[src/hdl/dlm_pkg.sv]
`default_nettype none
package dlm_pkg;

    localparam int MAX_INPUTS  = 64;
    localparam int MAX_NEURONS = 64;
    localparam int ROW_LEN     = MAX_INPUTS + 1;
    localparam int W_DEPTH     = ROW_LEN * MAX_NEURONS;
    localparam int W_AW        = $clog2(W_DEPTH);
    localparam int V_AW        = $clog2(MAX_INPUTS);
    localparam int CNT_W       = 7;
    localparam int ROW_W       = 6;
    localparam int VAL_W       = 16;
    localparam int SUM_W       = 40;
    localparam int PROD_W      = 2 * VAL_W;
    localparam int OQ_DEPTH    = 4;
    localparam int OQ_AW       = $clog2(OQ_DEPTH);
    localparam int OQ_CW       = $clog2(OQ_DEPTH + 1);
    localparam int CQ_DEPTH    = 2;
    localparam int CQ_AW       = $clog2(CQ_DEPTH);
    localparam int CQ_CW       = $clog2(CQ_DEPTH + 1);

    localparam logic signed [VAL_W-1:0] BIAS_SCALE = 16'sd4096;

    localparam logic ACT_WEIGHT = 1'b0;
    localparam logic ACT_DATA   = 1'b1;

    localparam logic REG_INPUT_COUNT  = 1'b0;
    localparam logic REG_NEURON_COUNT = 1'b1;

    typedef struct packed {
        logic                    action;
        logic [ROW_W-1:0]        neuron_row;
        logic [CNT_W-1:0]        weight_column;
        logic signed [VAL_W-1:0] value;
    } t_in_word;

    typedef struct packed {
        logic [ROW_W-1:0]        neuron_index;
        logic signed [SUM_W-1:0] sum_out;
        logic                    last_of_vector;
    } t_out_word;

    typedef struct packed {
        logic [CNT_W-1:0] n_in;
        logic [CNT_W-1:0] n_out;
    } t_cfg;

    typedef struct packed {
        logic                    is_elem;
        logic                    run;
        logic [W_AW-1:0]         addr;
        logic signed [VAL_W-1:0] value;
    } t_cmd;

    function automatic logic [CNT_W-1:0] eff_count(input logic [CNT_W-1:0] v,
                                                   input logic [CNT_W-1:0] max_v);
        logic [CNT_W-1:0] r;
        if (v == '0) begin
            r = CNT_W'(1);
        end else if (v > max_v) begin
            r = max_v;
        end else begin
            r = v;
        end
        return r;
    endfunction

endpackage
`default_nettype wire

[src/hdl/dlm_cmdq.sv]
`default_nettype none
module dlm_cmdq import dlm_pkg::*; (
    input  wire logic i_clk,
    input  wire logic i_rst_n,
    input  wire logic i_push,
    input  wire t_cmd i_cmd,
    output logic      o_full,
    input  wire logic i_pop,
    output logic      o_valid,
    output t_cmd      o_cmd
);

    t_cmd             r_q [CQ_DEPTH];
    logic [CQ_AW-1:0] r_wp;
    logic [CQ_AW-1:0] r_rp;
    logic [CQ_CW-1:0] r_cnt;
    logic             do_push;
    logic             do_pop;

    always_comb begin
        o_full  = (r_cnt == CQ_CW'(CQ_DEPTH));
        o_valid = (r_cnt != '0);
        o_cmd   = r_q[r_rp];
        do_push = i_push && !o_full;
        do_pop  = i_pop && o_valid;
    end

    always_ff @(posedge i_clk) begin
        if (do_push) begin
            r_q[r_wp] <= i_cmd;
        end
    end

    always_ff @(posedge i_clk) begin
        if (!i_rst_n) begin
            r_wp  <= '0;
            r_rp  <= '0;
            r_cnt <= '0;
        end else begin
            if (do_push) begin
                r_wp <= r_wp + CQ_AW'(1);
            end
            if (do_pop) begin
                r_rp <= r_rp + CQ_AW'(1);
            end
            r_cnt <= r_cnt + CQ_CW'(do_push) - CQ_CW'(do_pop);
        end
    end

endmodule
`default_nettype wire

[config.mk]
export PLATFORM = sky130hd
export DESIGN_NAME = dlm_cmdq
export DESIGN_NICKNAME = d
export VERILOG_FILES = /design/src/hdl/dlm_pkg.sv /design/src/hdl/dlm_cmdq.sv
export SDC_FILE = /design/constraint.sdc
export NUM_CORES = 1
export LEC_CHECK = 0
export BUFFER_PORTS_ARGS = -buffer_cell sky130_fd_sc_hd__buf_2
export CAP_MARGIN = 20
export CORE_UTILIZATION = 55
export CTS_BUF_LIST = sky130_fd_sc_hd__clkbuf_2
export CTS_CLUSTER_SIZE = 28
export DETAILED_ROUTE_END_ITERATION = 6
export GPL_TIMING_DRIVEN = 1
export PLACE_DENSITY_LB_ADDON = 0.3
export SETUP_SLACK_MARGIN = 0.05
export SYNTH_ARGS = -nofsm -noshare
export SYNTH_HDL_FRONTEND = slang
export SYNTH_SLANG_ARGS = --single-unit
[constraint.sdc]
create_clock -name i_clk -period 7 [get_ports i_clk]
set_clock_uncertainty 0.15 [all_clocks]
set_input_delay 1.4 -clock i_clk [delete_from_list [all_inputs] [get_ports i_clk]]
set_output_delay 1.4 -clock i_clk [all_outputs]
set_load 0.02 [all_outputs]
==> flow_metrics.env <==
export IMPL_n_antenna_cell=0
export IMPL_core_area_um2=4350
export IMPL_cp_data_required_time_ps=5450
export IMPL_detailedRoute_firstIterationViolations=78
export IMPL_detail_route_first_pass_iterations=4
export IMPL_crit_path_top_delay_cell="dfxtp_1"
export IMPL_power_density_nw_per_um2=380
export IMPL_die_area_um2=4780
export IMPL_count_of_final_setup_violators=0
export IMPL_drc_violation_count_after_routing=0
export IMPL_drt_wirelength_per_cell_um=15.2
export IMPL_grt_first_pass_wirelength_um=6450
export IMPL_clock_tree_from_tritoncts="yes"
export IMPL_min_period_over_period=0.494
export IMPL_layout_setup_ws_ps=3540
export IMPL_synth_distinct_cells=17
export IMPL_grt_antenna_before_repair=0
export IMPL_clkSinkCount=67
export IMPL_ys_seq_area_frac=0.791
export IMPL_end_kind="primary output"
export IMPL_congestion_overflow_gr=0
export IMPL_io_pin_count=68
export IMPL_final_area_um2=3010
export IMPL_row_count=24
export IMPL_worstPathMaxFanout=25
export IMPL_fin_crit_ps=3460
export IMPL_timing_critical_path_from_type="register"
export IMPL_postRouteWirelength_um=3930
export IMPL_root_buffer="clkbuf_2"
export IMPL_dpl_hpwl_um=2620
export IMPL_critical_path_n_buffers_inverters=2
export IMPL_status="finished clean"
export IMPL_tightest_slew_ps=420
export IMPL_viasPerCell=5.09
export IMPL_fraction_of_post_synthesis_cell_area_in_the_top_cell_type_by_area=0.750
export IMPL_synth_warning_count=0
export IMPL_post_synth_instance_area_um2=2480
export IMPL_first_global_vias=1379
export IMPL_synthesis_area_per_instance_um2=20.2
export IMPL_post_cts_setup_buffer_count=0
export IMPL_place_ws_ps=4040
export IMPL_final_nets=238
export IMPL_chipHeight_um=69.2
export IMPL_hold_path_startpoint="r_wp$_SDFFE_PN0P_"
export IMPL_slew_limit_headroom=0.720
export IMPL_vdd_ir_drop_worst_v=0.000188
export IMPL_max_freq_ghz=0.289
export IMPL_report_power_total_w=0.00114
export IMPL_accumulated_negative_setup_slack_ps=0
export IMPL_worst_setup_hold_path_clk_slew_ps=180
export IMPL_synth_edff_count=62
export IMPL_ctsHoldBuffers=0
export IMPL_clockBufferDepth=2
export IMPL_cts_resized=0
export IMPL_worstPathArrival_ps=1910
export IMPL_report_final_slew_viol_count=0
export IMPL_area_growth_syn_to_layout_pct=21.3
export IMPL_r2r_start="r_cnt[0]$_SDFF_PN0_"
export IMPL_rsz0062_at_grt="false"
export IMPL_die_width_um=69.2
export IMPL_ys_async_sr_fraction=0
export IMPL_clkLatencyLatePin_ps=470
export IMPL_static_leakage_power_nw=1.18
export IMPL_synth_main_ff_cell="edfxtp_1"
export IMPL_postSynthRegisterBits=67
export IMPL_maximum_number_of_pins_on_one_net_before_global_route_repair=32
export IMPL_initial_utilization=0.570
export IMPL_critPathMaxStageDelay_ps=510
export IMPL_kind_of_critical_path="reg2out"
export IMPL_io_buffers=67
export IMPL_worst_path_dominant_cell_family="buffers and inverters"
export IMPL_syn_nets=160
export IMPL_finalHoldViolations=0
export IMPL_cts_buffers=9
export IMPL_clock_tree_htree_level_count=3
export IMPL_route_vias_total=1314
export IMPL_grt_util_all_layers=0.186
export IMPL_place_congestion=0.710
export IMPL_syn_instance_count=123
export IMPL_detailed_place_area_um2=2870
export IMPL_ys_top_cells_by_area="edfxtp_1 (75%), mux2_2 (14%), dfxtp_1 (4.0%)"
export IMPL_timing_critical_path_cells="buf_4, mux2_2, buf_2"
export IMPL_drt_antenna_violating_nets=0
export IMPL_synth_area_leader_cell="edfxtp_1"
export IMPL_layout_drive_gt1_share=0.578
export IMPL_maxCapViolCount=0
export IMPL_hold_path_class="reg2reg"
[per-stage QoR]
step / util / hold WS [ps] / instances
5_1_grt: 0.691 / 409 / 258
3_5_place_dp: 0.660 / 373 / 242
6_report: 0.691 / 388 / 258
2_1_floorplan: - / 305 / 123
4_1_cts: 0.691 / 394 / 258
3_3_place_gp: 0.660 / 328 / 242
[state kept, by name, summed over array words and instances, names as in the netlist, named ones only]
| signal | cells |
|---|---|
| r_q | 62 |
| r_cnt | 2 |
| r_rp | 1 |
| r_wp | 1 |
[worst register-to-register path, stage by stage (launching register included)]
cell and delay [ps]:
dfxtp_1 400, nand2b_1 150, nand2_1 130, ha_1 300, inv_1 40, ha_1 180, xor2_1 150, and2_1 170
nor3_1 110
[worst paths after layout]
| kind | endpoint | slack [ps] | cells after the start |
|---|---|---|---|
| worst max-delay path | o_cmd[13] | 3540 | 3 |
| worst min-delay path | r_wp$_SDFFE_PN0P_ | 390 | 2 |
| worst max register to register | r_cnt[1]$_SDFF_PN0_ | 5170 | 8 |
| worst min register to register | r_wp$_SDFFE_PN0P_ | 390 | 2 |
[Yosys cell counts, types with 2 or more instances]
cell type / instances
ha_1: 2
dfxtp_1: 5
edfxtp_1: 62
inv_1: 3
nand2b_1: 2
and2_1: 2
buf_6: 3
nand2_1: 2
mux2_2: 31
nor2_1: 4
[per-layer routing]
layer	vias up	GRT usage	routed length (um)	share of wire
met4	0	0.0748	62	0.016
met2	47	0.304	2060	0.52
met5	-	0	0	0
li1	629	-	-	-
met1	630	0.206	1560	0.40
met3	8	0.0950	252	0.064
[cell type report]
| class | instances | area [um^2] |
|---|---|---|
| Multi-Input combinational cell | 50 | 477 |
| Timing Repair Buffer | 70 | 358 |
| Fill cell | 298 | 1340 |
| Tap cell | 52 | 65.1 |
| Clock buffer | 9 | 45.0 |
| Sequential cell | 67 | 1960 |
| Clock inverter | 7 | 92.6 |
| Inverter | 3 | 11.3 |
[report_power, final]
part | internal, W | switching, W
Sequential | 0.000516 | 0.0000243
Combinational | 0.000145 | 0.000207
Clock | 0.000116 | 0.000136
[cell families after synthesis]
logic type      Yosys count  synth area share
xor+xnor                  2           0.00706
compound gates            1           0.00303
flops                    67             0.791
mux                      32             0.145
buf+inv                   6            0.0182
fa+ha+maj                 2            0.0101
simple gates             13            0.0262
[cells in the final DEF (no fill, tap or decap)]
cell	count
and2_1	2
and3_1	1
buf_2	67
buf_4	3
bufinv_16	2
clkbuf_2	9
clkinv_2	2
clkinvlp_4	3
dfxtp_1	5
edfxtp_1	62
ha_1	2
inv_1	3
mux2_2	31
mux2i_1	1
nand2_1	2
nand2b_1	2
nor2_1	3
nor2_2	1
nor3_1	1
o21a_1	1
or2_2	1
xnor2_1	1
xor2_1	1
No activity file was read; power rests on OpenSTA's default activity.
