**config.mk**
```make
export PLATFORM = sky130hd
export DESIGN_NAME = dlm_front
export DESIGN_NICKNAME = d
export VERILOG_FILES = /design/src/hdl/dlm_pkg.sv /design/src/hdl/dlm_front.sv
export SDC_FILE = /design/constraint.sdc
export NUM_CORES = 1
export LEC_CHECK = 0
export ABC_AREA = 1
export ABC_CLOCK_PERIOD_IN_PS = 4090
export BUFFER_PORTS_ARGS = -buffer_cell sky130_fd_sc_hd__buf_2
export CORE_UTILIZATION = 48
export CTS_BUF_LIST = sky130_fd_sc_hd__clkbuf_16
export CTS_CLUSTER_SIZE = 25
export DETAILED_ROUTE_END_ITERATION = 10
export HOLD_SLACK_MARGIN = 0.06
export PLACE_DENSITY_LB_ADDON = 0.15
export SYNTH_ARGS = -nofsm -noshare
export SYNTH_HDL_FRONTEND = slang
export SYNTH_SLANG_ARGS = --single-unit
export TNS_END_PERCENT = 10
```
**constraint.sdc**
```tcl
create_clock -name i_clk -period 4.09 [get_ports i_clk]
set_clock_uncertainty 0.05 [all_clocks]
set_input_delay 0.818 -clock i_clk [delete_from_list [all_inputs] [get_ports i_clk]]
set_output_delay 0.818 -clock i_clk [all_outputs]
set_load 0.02 [all_outputs]
```
**src/hdl/dlm_pkg.sv**
```systemverilog
`default_nettype none
package dlm_pkg;

    localparam int MAX_INPUTS  = 64;
    localparam int MAX_NEURONS = 64;
    localparam int ROW_LEN     = MAX_INPUTS + 1;
    localparam int W_DEPTH     = ROW_LEN * MAX_NEURONS;
    localparam int W_AW        = $clog2(W_DEPTH);
    localparam int V_AW        = $clog2(MAX_INPUTS);
    localparam int CNT_W       = 7;
    localparam int ROW_W       = 6;
    localparam int VAL_W       = 16;
    localparam int SUM_W       = 40;
    localparam int PROD_W      = 2 * VAL_W;
    localparam int OQ_DEPTH    = 4;
    localparam int OQ_AW       = $clog2(OQ_DEPTH);
    localparam int OQ_CW       = $clog2(OQ_DEPTH + 1);
    localparam int CQ_DEPTH    = 2;
    localparam int CQ_AW       = $clog2(CQ_DEPTH);
    localparam int CQ_CW       = $clog2(CQ_DEPTH + 1);

    localparam logic signed [VAL_W-1:0] BIAS_SCALE = 16'sd4096;

    localparam logic ACT_WEIGHT = 1'b0;
    localparam logic ACT_DATA   = 1'b1;

    localparam logic REG_INPUT_COUNT  = 1'b0;
    localparam logic REG_NEURON_COUNT = 1'b1;

    typedef struct packed {
        logic                    action;
        logic [ROW_W-1:0]        neuron_row;
        logic [CNT_W-1:0]        weight_column;
        logic signed [VAL_W-1:0] value;
    } t_in_word;

    typedef struct packed {
        logic [ROW_W-1:0]        neuron_index;
        logic signed [SUM_W-1:0] sum_out;
        logic                    last_of_vector;
    } t_out_word;

    typedef struct packed {
        logic [CNT_W-1:0] n_in;
        logic [CNT_W-1:0] n_out;
    } t_cfg;

    typedef struct packed {
        logic                    is_elem;
        logic                    run;
        logic [W_AW-1:0]         addr;
        logic signed [VAL_W-1:0] value;
    } t_cmd;

    function automatic logic [CNT_W-1:0] eff_count(input logic [CNT_W-1:0] v,
                                                   input logic [CNT_W-1:0] max_v);
        logic [CNT_W-1:0] r;
        if (v == '0) begin
            r = CNT_W'(1);
        end else if (v > max_v) begin
            r = max_v;
        end else begin
            r = v;
        end
        return r;
    endfunction

endpackage
`default_nettype wire

```
**src/hdl/dlm_front.sv**
```systemverilog
`default_nettype none
module dlm_front import dlm_pkg::*; (
    input  wire logic     i_clk,
    input  wire logic     i_rst_n,
    input  wire t_cfg     i_cfg,
    input  wire logic     i_push,
    input  wire t_in_word i_word,
    output logic          o_full,
    input  wire logic     i_q_full,
    output logic          o_q_push,
    output t_cmd          o_q_cmd
);

    logic [CNT_W-1:0] r_cnt;
    logic [CNT_W-1:0] n_cnt;
    logic [CNT_W-1:0] idx;
    logic             accept;
    logic             complete;
    logic             w_ok;

    always_comb begin
        accept   = i_push && !i_q_full;
        idx      = (r_cnt >= i_cfg.n_in) ? (i_cfg.n_in - CNT_W'(1)) : r_cnt;
        complete = (idx == (i_cfg.n_in - CNT_W'(1)));
        w_ok     = ({1'b0, i_word.neuron_row} < CNT_W'(MAX_NEURONS))
                   && (i_word.weight_column <= CNT_W'(MAX_INPUTS));

        n_cnt = r_cnt;
        if (accept && i_word.action == ACT_DATA) begin
            n_cnt = complete ? '0 : (idx + CNT_W'(1));
        end

        o_q_cmd.value = i_word.value;
        if (i_word.action == ACT_DATA) begin
            o_q_cmd.is_elem = 1'b1;
            o_q_cmd.run     = complete;
            o_q_cmd.addr    = W_AW'(idx);
            o_q_push        = accept;
        end else begin
            o_q_cmd.is_elem = 1'b0;
            o_q_cmd.run     = 1'b0;
            o_q_cmd.addr    = W_AW'(i_word.neuron_row) * W_AW'(ROW_LEN)
                              + W_AW'(i_word.weight_column);
            o_q_push        = accept && w_ok;
        end
        o_full = i_q_full;
    end

    always_ff @(posedge i_clk) begin
        if (!i_rst_n) begin
            r_cnt <= '0;
        end else begin
            r_cnt <= n_cnt;
        end
    end

endmodule
`default_nettype wire

```
==> flow_summary_export.csv, run 1 <==
group,metric,value,unit
detailed_routing,drc_errors,0,
grt,antenna_found_initial,0,
die,core,3440,um2
critical_path,start_kind,"input pin",
synth,ys.flop_type,"dfxtp_1",
cells_and_area,nets,385,
detailed_routing,wirelength,4170,um
sta,slew_violations,0,
job,max_cap_violations,0,
sta,tightest_slew,0.445,ns
die,rows,21,
clocking,cts.repair.resized,0,
critical_path,path_class,"input pin to output port",
grt,grt_remaining_overflow,0,
sta,finalCritPeriodShare,95.3,%
synth,ys_types,33,
pwr,p_leak,1.06,nW
pwr,p_per_area,211,nW/um2
synth,synthArstFlopShare,0,%
clocking,htree_levels,1,
sta,hold_viol_final,0,
detailed_routing,drt_iter0_drc,105,
clocking,cts.reportedPaths.clkPinSlew,0.04,ns
clocking,cts_root_buffer,"clkbuf_16",
clocking,ctsHoldBuffers,0,
synth,synth_edf_count,0,
synth,ys_ff_latch,7,
clocking,clock_path_buffers,2,
clocking,cts_setup_buffers,0,
cells_and_area,largest_reg_flops,7,
pwr,peakVddDrop,0.247,mV
synth,post_synth.cell_area_avg,6.14,um2
sta,slew_headroom,70.0,%
die,start_util,51.7,%
cells_and_area,top_register,"r_cnt",
cells_and_area,finish.utilization,56.7,%
cells_and_area,area_delta_synth_final,9.77,%
synth,ys_seq_area_share,7.88,%
clocking,cts_tree,"done",
grt,grt_pass1_wl,7200,um
detailed_routing,ant_nets,0,
sta,fmax,257,MHz
cells_and_area,drive_gt1_share,21.8,%
sta,setup_violations,0,
critical_path,crit_required,3.22,ns
placed_design,dp_hpwl,3400,um
cells_and_area,reg_top3,"r_cnt x7",
grt,grt_max_degree,20,
placed_design,gp_congestion,0.847,
die,die_h,62.9,um
cells_and_area,final_area,1950,um2
clocking,clock-sinks,7,
clocking,numCtsBuffers,3,
sta,setup_tns,0,ns
sta,grt_setup_unrepaired,"no",
detailed_routing,viasPerCell,5.17,
placed_design,io_buffer_count,41,
cells_and_area,antenna_cells,0,
critical_path,crit_arrival,3.03,ns
detailed_routing,dr.pass1.iters,4,
placed_design,place_area,1870,um2
synth,syn-num-nets,362,
die,die_area,3950,um2
synth,yosysWarningCount,0,
worst_hold_path,hold_class,"flip-flop to flip-flop",
die,io_pins,81,
critical_path,cp-end-kind,"output port",
sta,layout_min_cycle_time,3.90,ns
outcome,status,"completed",
detailed_routing,detail_route.wl_per_cell,11.6,um
synth,syn-cell-area,1780,um2
die,fp.dieW,62.9,um
grt,first_global_vias,1619,
critical_path,cp_max_fo,3,
grt,grt_usage,22.5,%
detailed_routing,dr_total_vias,1851,
clocking,insertion_delay,0.23,ns
synth,syn_inst,290,
## Yosys cell counts (2+ instances only)
cell	count	area, um2
a31oi_1	2	12.5
xnor2_1	2	17.5
dfxtp_1	7	140
nand3b_1	2	15.0
nand2_4	3	33.8
nand3_1	21	105
o22ai_1	3	18.8
inv_1	37	139
buf_6	2	22.5
nor4_1	2	12.5
a21oi_2	3	26.3
nand3_2	4	40.0
a21oi_1	15	75.1
buf_4	18	135
nor3_1	2	10.0
ha_1	23	288
nand2_2	6	37.5
nand2_1	65	244
o21ai_1	2	10.0
inv_2	2	7.51
buf_2	2	10.0
xor2_1	2	17.5
nor2_1	28	105
nor2_4	2	22.5
nand4_1	18	113
o21ai_0	10	50.1
## through the flow
stage               total power [mW]  worst slack, ns  hold WS [ns]  instances
floorplan                      0.219            0.292         0.409        290
global placement               0.245            0.202         0.434        354
detailed placement             0.245            0.195         0.440        354
CTS                            0.417            0.180         0.445        358
global route                   0.446           0.0113         0.488        358
finish                         0.413            0.194         0.437        358
## routing by layer
metal	GRT usage [%]	up-vias	wire, um
li1	-	996	-
met1	32.0	811	2190
met2	35.1	37	1780
met3	2.92	7	150
met4	5.81	0	53
met5	0	-	0
## worst paths after layout
kind	start	end	slack, ns	cells past startpoint
worst min register to register	r_cnt[0]	r_cnt[0]	0.44	2
worst max-delay path	i_word[17]	o_q_cmd[27]	0.19	16
worst max register to register	r_cnt[2]	r_cnt[4]	1.43	13
worst min-delay path	r_cnt[0]	r_cnt[0]	0.44	2
## worst max-delay path: stages
cell     delay, ns
buf_2         0.10
ha_1          0.28
ha_1          0.22
fa_1          0.41
nand3_1       0.09
nand3_1       0.09
nand2_1       0.10
nand2_1       0.07
a21oi_2       0.16
nor2_1        0.06
o21a_1        0.18
nand2_1       0.07
inv_1         0.05
a21oi_1       0.12
nor2_1        0.04
buf_2         0.15
## cell families after synthesis
family / share of synthesized area, %
xor+xnor: 1.97
buf+inv: 17.9
compound gates: 13.2
fa+ha+maj: 17.3
flops: 7.88
simple gates: 41.8
## cells in the final DEF, fill, tap and decap left out, types with 2 or more instances in the layout
cell and n:
nand2_1 65, buf_2 41, inv_1 38, nor2_1 28
ha_1 23, nand3_1 21, nand4_1 18, a21oi_1 14
o21ai_0 10, dfxtp_1 7, nand2_2 6, a21oi_2 4
nand3_2 4, nand2_4 3, o22ai_1 3, clkbuf_16 3
nand3b_1 2, inv_2 2, nor2_4 2, xor2_1 2
o21ai_1 2, nor3_1 2, nor4_1 2, xnor2_1 2
a31oi_1 2
## area by class of cell
class | instances | area [um2]
fillers | 357 | 1490
multi-input cells | 221 | 1330
repair buffers | 41 | 205
inverters | 39 | 146
flip-flops and latches | 7 | 140
clock buffers | 3 | 75.1
well taps | 46 | 57.6
clock inverters | 1 | 3.75
## where the power goes
group	total (mW)	internal (mW)	switching [mW]
registers	0.0715	0.0700	0.00148
logic	0.175	0.0646	0.111
clock network	0.166	0.127	0.0391
Note: power is estimated with default switching activity, not from simulation.
==> run 2: changes to the inputs <==
CORE_ASPECT_RATIO = 0.75   (was unset)
==> run 2 against run 1 <==
  * Die area about the same
  * Count of clock-buffer cells in the layout unchanged
  * Critical path depth is the same
  * Clock power is essentially flat
  * Final area increased by 0.64%
  * Total power up 0.50%
  * Non-clock buffer count grew 1
  * Sequential power barely moved
  * First-iteration DRC count fell by 10%
  * Critical endpoint unchanged
==> flow_summary_export.csv, run 2 (synthesized netlist as in run 1, its figures left out) <==
group,metric,value,unit
clocking,cts_root_buffer,"clkbuf_16",
cells_and_area,fillerInstances,376,
sta,setup_violations,0,
grt,grt_usage,23.7,%
sta,finalCritPeriodShare,95.8,%
pwr,p_leak,1.06,nW
critical_path,crit_arrival,3.05,ns
critical_path,cp_cell_sequence,"buf_2 > ha_1 > ha_1 > fa_1 > nand3_1 > nand3_1 > nand2_1 > nand2_1 > a21oi_2 > nor2_1 > o21a_1 > nand2_1 > inv_1 > a21oi_1 > nor2_1 > buf_2",
pwr,p_per_area,211,nW/um2
critical_path,cp-end-kind,"output port",
grt,antenna_found_initial,0,
cells_and_area,antenna_cells,0,
detailed_routing,drt_iter0_drc,94,
die,io_pins,81,
cells_and_area,nets,386,
cells_and_area,drive_gt1_share,22.0,%
worst_hold_path,hold_class,"flip-flop to flip-flop",
critical_path,crit_path_frequent_cell,"nand2_1",
clocking,clock-sinks,7,
cells_and_area,final_cell_mix,"nand2_1 (65), buf_2 (41), inv_1 (38)",
pwr,peakVddDrop,0.282,mV
die,fp.dieW,72.3,um
critical_path,cp_slowest_cell,"fa_1",
cells_and_area,area_delta_synth_final,10.5,%
pwr,internal_power,263,uW
die,core,3420,um2
clocking,cts.reportedPaths.clkPinSlew,0.03,ns
clocking,htree_levels,1,
critical_path,path_buf_inv,3,
cells_and_area,finish.utilization,57.4,%
detailed_routing,dr_total_vias,1886,
critical_path,start_kind,"input pin",
pwr,comb_power_share,43.4,%
sta,grt_setup_unrepaired,"no",
pwr,power_frac_seq,17.3,%
clocking,cts.repair.resized,0,
clocking,cts_setup_buffers,0,
cells_and_area,top_register,"r_cnt",
sta,setup_tns,0,ns
placed_design,dp_hpwl,3690,um
critical_path,crit_required,3.22,ns
pwr,switching_power,152,uW
grt,grt_max_degree,20,
detailed_routing,ant_nets,0,
cells_and_area,layout.cells.non_filler,363,
detailed_routing,viasPerCell,5.20,
clocking,clock_path_buffers,2,
clocking,cts_tree,"done",
detailed_routing,detail_route.wl_per_cell,12.2,um
placed_design,io_buffer_count,41,
grt,grt_remaining_overflow,0,
sta,layout_min_cycle_time,3.92,ns
critical_path,path_class,"input pin to output port",
sta,tightest_slew,0.387,ns
detailed_routing,wirelength,4430,um
pwr,p_clk_share,39.4,%
sta,slew_violations,0,
critical_path,path_delay_family,"adder cells",
critical_path,critPathMaxStageDelay,0.40,ns
cells_and_area,largest_reg_flops,7,
clocking,ctsHoldBuffers,0,
outcome,status,"completed",
die,die_area,3960,um2
job,max_cap_violations,0,
detailed_routing,drc_errors,0,
die,start_util,52.0,%
critical_path,r2r_slack,1.43,ns
sta,fmax,255,MHz
sta,hold_viol_final,0,
clocking,numCtsBuffers,3,
die,die_h,54.7,um
cells_and_area,reg_top3,"r_cnt x7",
die,rows,18,
critical_path,cp_max_fo,3,
grt,first_global_vias,1575,
clocking,insertion_delay,0.23,ns
pwr,sw_frac_of_total,36.6,%
grt,grt_pass1_wl,7160,um
detailed_routing,dr.pass1.iters,4,
placed_design,placedCellCount,359,
cells_and_area,layout_commonest_cell,"nand2_1",
sta,slew_headroom,74.1,%
placed_design,gp_congestion,0.816,
## run 2: changes by cell type in the layout (fill, tap and decap cells not counted), sizes merged
| cell | previous run | this run |
|---|---|---|
| buf | 41 | 42 |
## run 2: worst min-delay path: stages, from the launching register on
cell and delay [ns]:
dfxtp_1 0.32, nand2_1 0.07, a21oi_1 0.05
## run 2: final timing paths
check,endpoint,cells past startpoint,startpoint
setup / recovery,o_q_cmd[27],16,i_word[17]
hold / removal,r_cnt[0],2,r_cnt[0]
setup reg to reg,r_cnt[4],13,r_cnt[2]
hold reg to reg,r_cnt[0],2,r_cnt[0]
## run 2: final cells by class
| cell class | count | area (um2) | area share (%) |
|---|---|---|---|
| flip-flops and latches | 7 | 140 | 7.13 |
| multi-input cells | 221 | 1330 | 67.4 |
| well taps | 50 | 62.6 | 3.18 |
| inverters | 39 | 146 | 7.45 |
| clock inverters | 1 | 3.75 | 0.191 |
| clock buffers | 3 | 75.1 | 3.82 |
| repair buffers | 42 | 213 | 10.8 |
## run 2: routing by layer
metal	vias to the layer above	GRT usage [%]	share of wire, %
li1	998	-	-
met1	835	36.3	54
met2	49	35.5	40
met3	4	3.13	5.8
met4	0	2.94	0.36
met5	-	0	0
## run 2: stage by stage
step	area (um2)	worst slack, ns	hold slack, ns	power [mW]
2_1_floorplan	1780	0.292	0.409	0.219
3_3_place_gp	1880	0.163	0.437	0.249
3_5_place_dp	1880	0.142	0.440	0.250
4_1_cts	1960	0.141	0.445	0.415
5_1_grt	1970	0.0159	0.474	0.442
6_report	1970	0.172	0.446	0.415
## run 2: power by group through the flow
stage	Clock, mW	Combinational (mW)	Sequential [mW]
floorplan	0	0.148	0.0719
global placement	0	0.177	0.0726
detailed placement	0	0.177	0.0726
CTS	0.166	0.178	0.0716
global route	0.170	0.200	0.0717
finish	0.163	0.180	0.0716
